$ cat config.mk
export PLATFORM = sky130hd
export DESIGN_NAME = mesh_packet_deframer
export DESIGN_NICKNAME = d
export VERILOG_FILES = /design/src/hdl/mpd_pkg.sv /design/src/hdl/mesh_packet_deframer.sv /design/src/hdl/mpd_parser.sv /design/src/hdl/mpd_out_skid.sv
export SDC_FILE = /design/constraint.sdc
export NUM_CORES = 1
export LEC_CHECK = 0
export BUFFER_PORTS_ARGS = -buffer_cell sky130_fd_sc_hd__buf_2
export CORE_MARGIN = 5
export CORE_UTILIZATION = 30
export DETAILED_ROUTE_END_ITERATION = 6
export GPL_TIMING_DRIVEN = 0
export SETUP_SLACK_MARGIN = 0.15
export SLEW_MARGIN = 25
export SYNTH_ARGS = -nofsm -noshare
export SYNTH_HDL_FRONTEND = slang
export SYNTH_HIERARCHICAL = 1
export SYNTH_SLANG_ARGS = --single-unit
$ cat constraint.sdc
create_clock -name clk -period 9.4 [get_ports clk]
set_input_delay 0.47 -clock clk [delete_from_list [all_inputs] [get_ports clk]]
set_output_delay 0.47 -clock clk [all_outputs]
set_load 0.1 [all_outputs]
$ cat src/hdl/mpd_pkg.sv
package mpd_pkg;

    // Frame limits
    localparam int MAX_PATH_BYTES    = 64;
    localparam int MAX_PAYLOAD_BYTES = 256;

    localparam logic [9:0] PAYLOAD_CNT_MAX = 10'd1023;
    localparam logic [1:0] HASH_CODE_UNSUPPORTED = 2'd3;
    localparam logic [1:0] TRANSPORT_LAST_SUB = 2'd3;

    // Configuration register indexes
    localparam logic [1:0] CFG_FLOOD_CODE  = 2'd0;
    localparam logic [1:0] CFG_DIRECT_CODE = 2'd1;

    localparam int TDATA_W = 72;

    typedef enum logic [2:0] {
        PH_HEADER    = 3'd0,
        PH_TRANSPORT = 3'd1,
        PH_PLEN      = 3'd2,
        PH_PATH      = 3'd3,
        PH_PAYLOAD   = 3'd4,
        PH_DISCARD   = 3'd5
    } mpd_phase_t;

    typedef enum logic [2:0] {
        CLS_HEADER    = 3'd0,
        CLS_TRANSPORT = 3'd1,
        CLS_PLEN      = 3'd2,
        CLS_PATH      = 3'd3,
        CLS_PAYLOAD   = 3'd4,
        CLS_DISCARD   = 3'd5
    } mpd_class_t;

    typedef enum logic [1:0] {
        ST_OK          = 2'd0,
        ST_TOO_SHORT   = 2'd1,
        ST_FORMAT      = 2'd2,
        ST_UNSUPPORTED = 2'd3
    } mpd_status_t;

    typedef struct packed {
        logic [1:0] flood_code;
        logic [1:0] direct_code;
    } mpd_route_cfg_t;

    typedef struct packed {
        logic [7:0]  byte_out;
        mpd_class_t  byte_class;
        logic        frame_done;
        mpd_status_t status;
        logic [1:0]  route_kind;
        logic [3:0]  payload_kind;
        logic [1:0]  format_version;
        logic [15:0] transport_code_a;
        logic [15:0] transport_code_b;
        logic [5:0]  hops;
        logic [2:0]  hash_bytes;
        logic [9:0]  payload_count;
    } mpd_result_t;

endpackage

$ cat src/hdl/mesh_packet_deframer.sv
// Mesh frame deframer. Takes a received frame one byte per beat on the slave
// stream (s_tlast marks the final byte) and returns exactly one beat per byte
// on the master stream: the byte itself, its class in m_tuser (header,
// transport code, path length, path hash, payload, or discarded after a fatal
// error), and on the last byte of a frame (m_tlast high) the parsed header,
// transport codes, hop count, hash size, saturating payload count and a
// status (ok, too short, format error, unsupported hash size). Path and
// payload bytes are streamed through, never buffered. Throughput is one byte
// per clock: the next parse state is computed combinationally, and a
// two-entry output buffer keeps s_tready registered so a stalled result does
// not stall input until both entries are full; each result is registered there.
// The two transport route codes are written through the cfg port (index 0
// flood, index 1 direct) by the user only while idle; the block does not enforce it.
module mesh_packet_deframer
    import mpd_pkg::*;
(
    input  logic               clk,
    input  logic               rst_n,
    // input bytes
    input  logic               s_tvalid,
    output logic               s_tready,
    input  logic [7:0]         s_tdata,   // [7:0] data_byte
    input  logic               s_tlast,   // last_byte
    // tagged results
    output logic               m_tvalid,
    input  logic               m_tready,
    // [7:0] byte_out, [9:8] status, [11:10] route_kind, [15:12] payload_kind,
    // [17:16] format_version, [33:18] transport_code_a, [49:34]
    // transport_code_b, [55:50] hops, [58:56] hash_bytes, [68:59]
    // payload_count, [71:69] zero
    output logic [TDATA_W-1:0] m_tdata,
    output logic [2:0]         m_tuser,   // [2:0] byte_class
    output logic               m_tlast,   // frame_done
    // configuration writes
    input  logic               cfg_valid,
    output logic               cfg_ready,
    input  logic [1:0]         cfg_index,
    input  logic [1:0]         cfg_data
);

    mpd_route_cfg_t route_cfg_reg;
    mpd_result_t    parse_result;
    mpd_result_t    out_result;
    logic           s_fire;

    // Config writes always land; unknown indexes are dropped.
    assign cfg_ready = 1'b1;

    always_ff @(posedge clk or negedge rst_n)
    begin
        if (!rst_n)
        begin
            route_cfg_reg.flood_code  <= 2'd0;
            route_cfg_reg.direct_code <= 2'd3;
        end
        else if (cfg_valid && cfg_ready)
        begin
            if (cfg_index == CFG_FLOOD_CODE)
            begin
                route_cfg_reg.flood_code <= cfg_data;
            end
            else if (cfg_index == CFG_DIRECT_CODE)
            begin
                route_cfg_reg.direct_code <= cfg_data;
            end
        end
    end

    // Advance the parser only on an accepted input beat.
    assign s_fire = s_tvalid && s_tready;

    mpd_parser u_parser (
        .clk       (clk),
        .rst_n     (rst_n),
        .fire      (s_fire),
        .data_byte (s_tdata),
        .last_byte (s_tlast),
        .route_cfg (route_cfg_reg),
        .result    (parse_result)
    );

    // Hold results here while the sink stalls.
    mpd_out_skid u_out (
        .clk       (clk),
        .rst_n     (rst_n),
        .in_valid  (s_tvalid),
        .in_ready  (s_tready),
        .in_data   (parse_result),
        .out_valid (m_tvalid),
        .out_ready (m_tready),
        .out_data  (out_result)
    );

    assign m_tdata = {3'b000,
                      out_result.payload_count,
                      out_result.hash_bytes,
                      out_result.hops,
                      out_result.transport_code_b,
                      out_result.transport_code_a,
                      out_result.format_version,
                      out_result.payload_kind,
                      out_result.route_kind,
                      out_result.status,
                      out_result.byte_out};
    assign m_tuser = out_result.byte_class;
    assign m_tlast = out_result.frame_done;

endmodule

$ cat src/hdl/mpd_parser.sv
module mpd_parser
    import mpd_pkg::*;
(
    input  logic           clk,
    input  logic           rst_n,
    input  logic           fire,
    input  logic [7:0]     data_byte,
    input  logic           last_byte,
    input  mpd_route_cfg_t route_cfg,
    output mpd_result_t    result
);

    mpd_phase_t  phase_reg, phase_next;
    logic [1:0]  sub_reg, sub_next;
    logic [7:0]  header_reg, header_next;
    logic [15:0] code_a_reg, code_a_next;
    logic [15:0] code_b_reg, code_b_next;
    logic [5:0]  hop_reg, hop_next;
    logic [2:0]  hash_size_reg, hash_size_next;
    logic [7:0]  path_left_reg, path_left_next;
    logic [9:0]  payload_cnt_reg, payload_cnt_next;
    mpd_status_t error_reg, error_next;
    mpd_class_t  cls;

    logic [2:0]  plen_size;
    logic [8:0]  path_bytes;
    logic        path_too_long;
    logic        route_match;
    logic        got_plen;
    mpd_status_t status;

    assign plen_size     = {1'b0, data_byte[7:6]} + 3'd1;
    assign path_bytes    = 9'(data_byte[5:0]) * 9'(plen_size);
    assign path_too_long = path_bytes > 9'(MAX_PATH_BYTES);
    assign route_match   = (data_byte[1:0] == route_cfg.flood_code)
                        || (data_byte[1:0] == route_cfg.direct_code);

    // Next phase
    always_comb
    begin
        phase_next = phase_reg;
        unique case (phase_reg)
            PH_HEADER:
            begin
                phase_next = route_match ? PH_TRANSPORT : PH_PLEN;
            end
            PH_TRANSPORT:
            begin
                if (sub_reg == TRANSPORT_LAST_SUB)
                begin
                    phase_next = PH_PLEN;
                end
            end
            PH_PLEN:
            begin
                if (data_byte[7:6] == HASH_CODE_UNSUPPORTED || path_too_long)
                begin
                    phase_next = PH_DISCARD;
                end
                else
                begin
                    phase_next = (path_bytes[7:0] != 8'd0) ? PH_PATH : PH_PAYLOAD;
                end
            end
            PH_PATH:
            begin
                if (path_left_next == 8'd0)
                begin
                    phase_next = PH_PAYLOAD;
                end
            end
            PH_PAYLOAD:  phase_next = PH_PAYLOAD;
            PH_DISCARD:  phase_next = PH_DISCARD;
            default:     phase_next = PH_DISCARD;
        endcase
    end

    // Field capture and class tag
    always_comb
    begin
        header_next      = header_reg;
        sub_next         = sub_reg;
        code_a_next      = code_a_reg;
        code_b_next      = code_b_reg;
        hop_next         = hop_reg;
        hash_size_next   = hash_size_reg;
        path_left_next   = path_left_reg;
        payload_cnt_next = payload_cnt_reg;
        error_next       = error_reg;
        cls              = CLS_DISCARD;
        unique case (phase_reg)
            PH_HEADER:
            begin
                cls         = CLS_HEADER;
                header_next = data_byte;
                sub_next    = 2'd0;
            end
            PH_TRANSPORT:
            begin
                cls      = CLS_TRANSPORT;
                sub_next = sub_reg + 2'd1;
                unique case (sub_reg)
                    2'd0:    code_a_next[7:0]  = data_byte;
                    2'd1:    code_a_next[15:8] = data_byte;
                    2'd2:    code_b_next[7:0]  = data_byte;
                    default: code_b_next[15:8] = data_byte;
                endcase
            end
            PH_PLEN:
            begin
                cls            = CLS_PLEN;
                hop_next       = data_byte[5:0];
                hash_size_next = plen_size;
                if (data_byte[7:6] == HASH_CODE_UNSUPPORTED)
                begin
                    error_next = ST_UNSUPPORTED;
                end
                else if (path_too_long)
                begin
                    error_next = ST_FORMAT;
                end
                else
                begin
                    path_left_next = path_bytes[7:0];
                end
            end
            PH_PATH:
            begin
                cls = CLS_PATH;
                if (path_left_reg != 8'd0)
                begin
                    path_left_next = path_left_reg - 8'd1;
                end
            end
            PH_PAYLOAD:
            begin
                cls = CLS_PAYLOAD;
                if (payload_cnt_reg != PAYLOAD_CNT_MAX)
                begin
                    payload_cnt_next = payload_cnt_reg + 10'd1;
                end
            end
            PH_DISCARD:  cls = CLS_DISCARD;
            default:     cls = CLS_DISCARD;
        endcase
    end

    // End-of-frame report
    always_comb
    begin
        got_plen = (phase_next == PH_PATH) || (phase_next == PH_PAYLOAD)
                || (phase_next == PH_DISCARD);
        priority if (error_next != ST_OK)
        begin
            status = error_next;
        end
        else if (!got_plen)
        begin
            status = ST_TOO_SHORT;
        end
        else if (phase_next == PH_PATH)
        begin
            status = ST_FORMAT;
        end
        else if (payload_cnt_next > 10'(MAX_PAYLOAD_BYTES))
        begin
            status = ST_FORMAT;
        end
        else
        begin
            status = ST_OK;
        end

        result            = '0;
        result.byte_out   = data_byte;
        result.byte_class = cls;
        result.status     = ST_OK;
        if (last_byte)
        begin
            result.frame_done     = 1'b1;
            result.status         = status;
            result.route_kind     = header_next[1:0];
            result.payload_kind   = header_next[5:2];
            result.format_version = header_next[7:6];
            result.payload_count  = payload_cnt_next;
            if (got_plen)
            begin
                result.transport_code_a = code_a_next;
                result.transport_code_b = code_b_next;
                result.hops             = hop_next;
                result.hash_bytes       = hash_size_next;
            end
        end
    end

    always_ff @(posedge clk or negedge rst_n)
    begin
        if (!rst_n)
        begin
            phase_reg       <= PH_HEADER;
            sub_reg         <= '0;
            header_reg      <= '0;
            code_a_reg      <= '0;
            code_b_reg      <= '0;
            hop_reg         <= '0;
            hash_size_reg   <= '0;
            path_left_reg   <= '0;
            payload_cnt_reg <= '0;
            error_reg       <= ST_OK;
        end
        else if (fire)
        begin
            if (last_byte)
            begin
                // clear for the next frame
                phase_reg       <= PH_HEADER;
                sub_reg         <= '0;
                header_reg      <= '0;
                code_a_reg      <= '0;
                code_b_reg      <= '0;
                hop_reg         <= '0;
                hash_size_reg   <= '0;
                path_left_reg   <= '0;
                payload_cnt_reg <= '0;
                error_reg       <= ST_OK;
            end
            else
            begin
                phase_reg       <= phase_next;
                sub_reg         <= sub_next;
                header_reg      <= header_next;
                code_a_reg      <= code_a_next;
                code_b_reg      <= code_b_next;
                hop_reg         <= hop_next;
                hash_size_reg   <= hash_size_next;
                path_left_reg   <= path_left_next;
                payload_cnt_reg <= payload_cnt_next;
                error_reg       <= error_next;
            end
        end
    end

    a_last_returns_to_header: assert property (@(posedge clk) disable iff (!rst_n)
        fire && last_byte |=> phase_reg == PH_HEADER)
        else $error("parser did not return to header after last byte");

    a_path_left_nonzero: assert property (@(posedge clk) disable iff (!rst_n)
        phase_reg == PH_PATH |-> path_left_reg != 8'd0)
        else $error("path phase with no path bytes left");

    a_discard_iff_error: assert property (@(posedge clk) disable iff (!rst_n)
        (phase_reg == PH_DISCARD) == (error_reg != ST_OK))
        else $error("discard phase and error code disagree");

endmodule

$ cat src/hdl/mpd_out_skid.sv
module mpd_out_skid
    import mpd_pkg::*;
(
    input  logic        clk,
    input  logic        rst_n,
    input  logic        in_valid,
    output logic        in_ready,
    input  mpd_result_t in_data,
    output logic        out_valid,
    input  logic        out_ready,
    output mpd_result_t out_data
);

    logic        out_valid_reg;
    logic        skid_valid_reg;
    mpd_result_t out_data_reg;
    mpd_result_t skid_data_reg;
    logic        accept;

    assign in_ready  = !skid_valid_reg;
    assign accept    = in_valid && in_ready;
    assign out_valid = out_valid_reg;
    assign out_data  = out_data_reg;

    always_ff @(posedge clk or negedge rst_n)
    begin
        if (!rst_n)
        begin
            out_valid_reg  <= 1'b0;
            skid_valid_reg <= 1'b0;
        end
        else if (!out_valid_reg || out_ready)
        begin
            // output slot frees: drain skid first, else take the new beat
            if (skid_valid_reg)
            begin
                out_valid_reg  <= 1'b1;
                skid_valid_reg <= 1'b0;
            end
            else
            begin
                out_valid_reg <= accept;
            end
        end
        else if (accept)
        begin
            skid_valid_reg <= 1'b1;
        end
    end

    always_ff @(posedge clk)
    begin
        if (!out_valid_reg || out_ready)
        begin
            out_data_reg <= skid_valid_reg ? skid_data_reg : in_data;
        end
        else if (accept)
        begin
            skid_data_reg <= in_data;
        end
    end

    a_skid_behind_output: assert property (@(posedge clk) disable iff (!rst_n)
        skid_valid_reg |-> out_valid_reg)
        else $error("skid holds a beat while output slot is empty");

    a_skid_drains: assert property (@(posedge clk) disable iff (!rst_n)
        skid_valid_reg && out_ready |=> !skid_valid_reg && out_valid_reg)
        else $error("skid beat not moved to output");

    a_ready_when_empty: assert property (@(posedge clk) disable iff (!rst_n)
        !out_valid_reg |-> in_ready)
        else $error("input stalled with an empty output slot");

endmodule
# Word level (Yosys, flattened, before mapping)
# Cells that the tools add are included.
dict set report op_classes {
  add_sub_neg 4
  mul 1
  order_cmp 2
  eq_ne 15
  n_mux 46
  bitwise_logic 2
  reduce_logical 22
}
# cell n
set op_table {}
lappend op_table {{$mux 8} 10}
lappend op_table {{$mux 73} 1}
lappend op_table {{$mux 16} 4}
lappend op_table {{$mux 62} 1}
lappend op_table {{$mux 41} 1}
lappend op_table {{$mux 10} 3}
lappend op_table {{$pmux 3 s5} 2}
lappend op_table {{$mux 3} 7}
lappend op_table {{$mux 2} 10}
lappend op_table {{$pmux 8 s2} 1}
lappend op_table {{$reduce_bool 8->1} 2}
lappend op_table {{$mux 6} 2}
lappend op_table {{$add 10x1->10 const B} 1}
lappend op_table {{$gt 10x9->1 const B} 1}
lappend op_table {{$ne 10x10->1 const B} 1}
lappend op_table {{$eq 3x2->1 const B} 3}
lappend op_table {{$eq 3x3->1 const B} 3}
lappend op_table {{$gt 9x7->1 const B} 1}
lappend op_table {{$mul 6x3->9} 1}
lappend op_table {{$logic_not 8->1} 1}
lappend op_table {{$sub 8x1->8 const B} 1}
lappend op_table {{$eq 2x2->1 const B} 3}
lappend op_table {{$reduce_and 2->1} 3}
lappend op_table {{$logic_or 1x1->1} 5}
lappend op_table {{16 further kinds} 24}
dict set report totals {
  ff_bits 226
  in_bits 18
  output_inout_bits 79
  word_cells 130
}

# Depth between registers and ports, before layout
dict set report logic_depth {
  word_depth 16
  mapped_depth 16
  depth_no_buf 14
}

# By module
# The synthesis kept the hierarchy.
# module n_inst cells_per_inst area_each_um2 seq_area_each_um2
set modules_own_cells {}
lappend modules_own_cells {mpd_out_skid 1 235 5465.2 4434.3}
lappend modules_own_cells {mpd_parser 1 600 5260.0 1851.8}
lappend modules_own_cells {mesh_packet_deframer 1 17 211.5 102.6}

# Least setup slack after synthesis
# OpenSTA, ideal clock, no wires.
dict set report synth_timing {
  path_kind {reg-to-reg}
  startpoint {register u_out.out_valid_reg, in the netlist u_out/out_valid}
  endpoint {register u_out/skid_data_reg[0] in the netlist's numbering (enable)}
  setup_ns 0.609
  t_arrival_ns 8.383
  required_ns 8.791
  setup_slack_ns 0.409
  path_stages_with_launch 3
  n_path_buf 0
  synth_period_minus_slack_ns 8.991
  cell_sequence {dfrtp_1 nand2b_1 nor3b_1}
}
dict set report synth_between {
  elab_chain_len 4
}
# element line_no
set synth_rtl {}
lappend synth_rtl {{from (decl)} mpd_out_skid.sv:14} ;# logic out_valid_reg;
lappend synth_rtl {{from (signal assigned)} mpd_out_skid.sv:42} ;# out_valid_reg <= accept;
lappend synth_rtl {{$logic_not 1->1} mpd_out_skid.sv:53} ;# if (!out_valid_reg || out_ready)
lappend synth_rtl {{$logic_or 1x1->1} mpd_out_skid.sv:53}
lappend synth_rtl {{$not 1->1 (no source line)} n/a}
lappend synth_rtl {{$reduce_and 2->1 (no source line)} n/a}
lappend synth_rtl {{to (signal assigned)} mpd_out_skid.sv:59} ;# skid_data_reg <= in_data;
lappend synth_rtl {{to (decl)} mpd_out_skid.sv:17} ;# mpd_result_t skid_data_reg;
# No other way between the ends.
# A chain may end at the register's enable or synchronous reset.

==> summary.md <==
| Metric | Value |
|---|---|
| Status | finished clean |
| Antenna-violating nets left | 0 |
| Setup slack after layout | 4.41 ns |
| PwrDens | 256 mW/mm^2 |
| Starting Density | 30.2% |
| Largest cells by area after synthesis | edfxtp_1 (40%), dfrtp_1 (18%), mux2_2 (4.1%) |
| I/O pin count | 97 |
| Seq cells post-synth | 226 |
| Slowest stage delay, CP | 0.48 ns |
| Global-route wire length before repair | 41,800 um |
| Share of cells above drive strength 1 | 26.3% |
| Overflow left after global routing | 0 |
| Worst setup EP type | register |
| Clk_skew | 0.0156 ns |
| DR WL/cell | 17.6 um |
| H-Tree Depth | 1 |
| Synthesis Warnings | 6 |
| Crit path capture | u_out/out_data[60] |
| # resized after CTS | 0 |
| FP Rows | 70 |
| Post-CTS Setup Repair Bufs | 0 |
| Worst Setup SP | s_tdata[7] |
| Initial DRC count | 567 |
| Num CTS Buffers | 25 |
| DR vias/cell | 4.91 |
| Core Area | 0.0363 sq mm |
| Synth cell types | 75 |
| Reg2Reg Launch Point | u_parser/path_left_reg[0] |
| GP Congestion | 0.856 |
| CP max stage cell | fa_1 |
| Arrival time worst endpoint | 5.25 ns |
| Layout area overhead | 18.0% |
| Pre-CTS WS | 3.94 ns |
| Gate Count Post-Synth | 852 |
| Drt total wl | 25,900 um |
| Die area | 0.0404 sq mm |
| Reg area | 0.00639 sq mm |
| Filler instances | 3,570 |
| Global Route Usage Sum | 12.6% |
| Max-cap violations | 0 |
| Multi-input gate area | 0.00411 sq mm |
| Crit-path max FO | 10 |
| Max Fclk | 0.200 GHz |
| Pre-antenna DRT Iters | 5 |
| Worst vdd ir | 0.138 mV |
| Clk sinks | 226 |
| Fin area | 0.0129 sq mm |
| Final setup viols | 0 |
| DP HPWL | 18,600 um |
| Reg2reg setup slack | 5.81 ns |
| Slew HR | 35.3% |
| Mean post-synth cell area | 12.8 sq um |
| Worst Setup Start Kind | primary input |
| Drt drc | 0 |
| Post-synth EDFFs | 146 |
| Synth Flop Type | edfxtp_1 |
| Sequential area share after synthesis | 58.4% |
| Hold Path Class | primary input to register |
| Worst-Skew Late Latency | 0.52 ns |
| Worst-Margin Slew | 0.963 ns |
| Die extent in x | 201 um |
| Setup TNS | 0 ns |
| Root Buffer | clkbuf_16 |
| Chip height | 201 um |
| CTS max path bufs | 3 |
| Unrepaired setup endpoints after global routing | false |
| Vias in the first global route | 7,462 |
| Clock period minus worst slack | 4.99 ns |
| Area after DPL | 0.0121 sq mm |
| R2R Path End | u_out/out_data[60] |
| Leakage | 5.32 nW |
| # nets final | 1,023 |
| Port buffer count | 92 |
| CTS tree | built |
| Async set-reset flop share out of synthesis | 35.4% |
| Fin. Hold Viols | 0 |
| Critical Path Stages | 16 |
| Post-synth top area cell | edfxtp_1 |
| CP delay by family, top | compound AO/OA/AOI/OAI gates |
| Worst-path clk slew | 0.06 ns |
| Max Slew Vio Count | 0 |
| Crit share post-route | 53.1% |
| Yosys top cell area share | 40.1% |
| Hold Buf Count CTS | 1 |
| Largest net degree at the start of global routing | 68 |
| CP Data Required Time | 9.66 ns |
| Post-Syn Area | 0.0109 sq mm |
| Vias | 7,219 |
| Worst-case reg-to-reg path depth | 12 |
| CP Cell Sequence | buf_2 -> ha_1 -> clkbuf_1 -> and2_1 -> fa_1 -> ha_1 -> fa_1 -> a211oi_2 -> o2111ai_1 -> mux2i_4 -> o21ai_2 -> a311oi_2 -> nand3_1 -> nor3_1 -> o221ai_1 -> mux2_4 |
| Buffers and inverters on the worst path | 2 |
| CP Class | primary input to register |
| Initial antenna violation count | 1 |
-- layout by cell type, fill, tap and decap left out, types with 5 or more instances in the layout --
| master | n |
|---|---|
| buf_6 | 6 |
| mux2i_1 | 6 |
| ha_1 | 16 |
| clkinv_1 | 7 |
| a21oi_1 | 36 |
| a32o_1 | 5 |
| mux2_4 | 30 |
| o21ai_0 | 17 |
| nand3_1 | 11 |
| mux2_2 | 40 |
| o21ai_1 | 5 |
| o31ai_1 | 6 |
| mux2_1 | 7 |
| a31oi_1 | 7 |
| fa_1 | 5 |
| clkbuf_1 | 37 |
| dfrtp_1 | 78 |
| a21boi_0 | 17 |
| o2bb2ai_1 | 24 |
| clkbuf_16 | 25 |
| a22o_1 | 36 |
| xnor2_1 | 8 |
| and3_1 | 9 |
| buf_4 | 24 |
| buf_2 | 106 |
| nor2_1 | 36 |
| nand4_1 | 6 |
| edfxtp_1 | 146 |
| inv_1 | 20 |
| and2_1 | 44 |
| clkinv_2 | 5 |
| nor3_1 | 15 |
| nand2_1 | 74 |
-- worst min-delay path by stage --
| stage | from | endpoint | slack [ns] | cells after the start |
|---|---|---|---|---|
| floorplan | rst_n | route_cfg_reg[2] | 0.17 | 0 |
| global placement | u_parser/error_reg[0] | u_parser/error_reg[0] | 0.47 | 1 |
| detailed placement | rst_n | u_parser/payload_cnt_reg[6] | 0.31 | 1 |
| CTS | cfg_data[0] | route_cfg_reg[0] | 0.19 | 2 |
| global route | cfg_data[0] | route_cfg_reg[0] | 0.20 | 2 |
| finish | cfg_data[0] | route_cfg_reg[0] | 0.21 | 2 |
-- kinds of logic after synthesis --
| kind of cell | synth area share [%] |
|---|---|
| buffers and inverters | 4.22 |
| other | 0.0687 |
| adder cells (fa/ha/maj) | 2.75 |
| AND/OR/NAND/NOR | 10.3 |
| AO/OA/AOI/OAI | 13.6 |
| multiplexers | 9.71 |
| XOR/XNOR | 0.961 |
| flip-flops | 58.4 |
-- final cells by class --
class / instances / area share (%)
Clock buffer: 29 / 4.97
Clock inverter: 16 / 1.03
Multi-Input combinational cell: 536 / 31.8
Inverter: 21 / 0.611
Antenna cell: 1 / 0.0194
Buffer: 71 / 2.97
Timing Repair Buffer: 103 / 4.53
Sequential cell: 226 / 49.5
Tap cell: 468 / 4.54
-- cell usage after synthesis (all sizes together) (3+ instances only) --
cell,count
o31ai,6
dfrtp,78
a211oi,3
clkbuf,33
o2bb2ai,24
nor3b,4
o22ai,4
nor2b,4
nor3,16
and3,9
nor4,3
fa,5
a32o,5
a2bb2oi,3
inv,20
ha,16
mux2,77
xnor2,8
o311ai,4
nor2,36
a22oi,4
nand3b,3
a21boi,17
nand4,6
a221oi,3
a31oi,7
buf,38
nand2,74
edfxtp,146
and2,44
a21oi,37
o21ai,23
a22o,36
xor2,4
nand3,11
or3,3
mux2i,7
-- power breakdown --
group	switching (mW)	leakage, nW	internal [mW]	total, mW
registers	0.0552	2.54	1.21	1.27
logic	0.802	2.41	0.314	1.12
clock network	0.383	0.379	0.542	0.925
-- stage by stage --
stage               cells  utilization [%]  hold WS (ns)  total power [mW]
floorplan             854                -         0.174              2.15
global placement     1414             33.1         0.469              2.39
detailed placement   1424             33.4         0.314              2.39
CTS                  1470             35.6         0.191              3.34
global route         1471             35.6         0.195              3.48
finish               1471             35.6         0.213              3.31
-- per-layer routing --
metal	wire (um)	GRT usage [%]	up-vias
met2	12900	21.8	202
met4	653	4.01	0
met3	1340	2.29	36
met1	11000	16.2	3553
li1	-	-	3428
met5	0	0	-
Note: power is estimated with default switching activity, not from simulation.
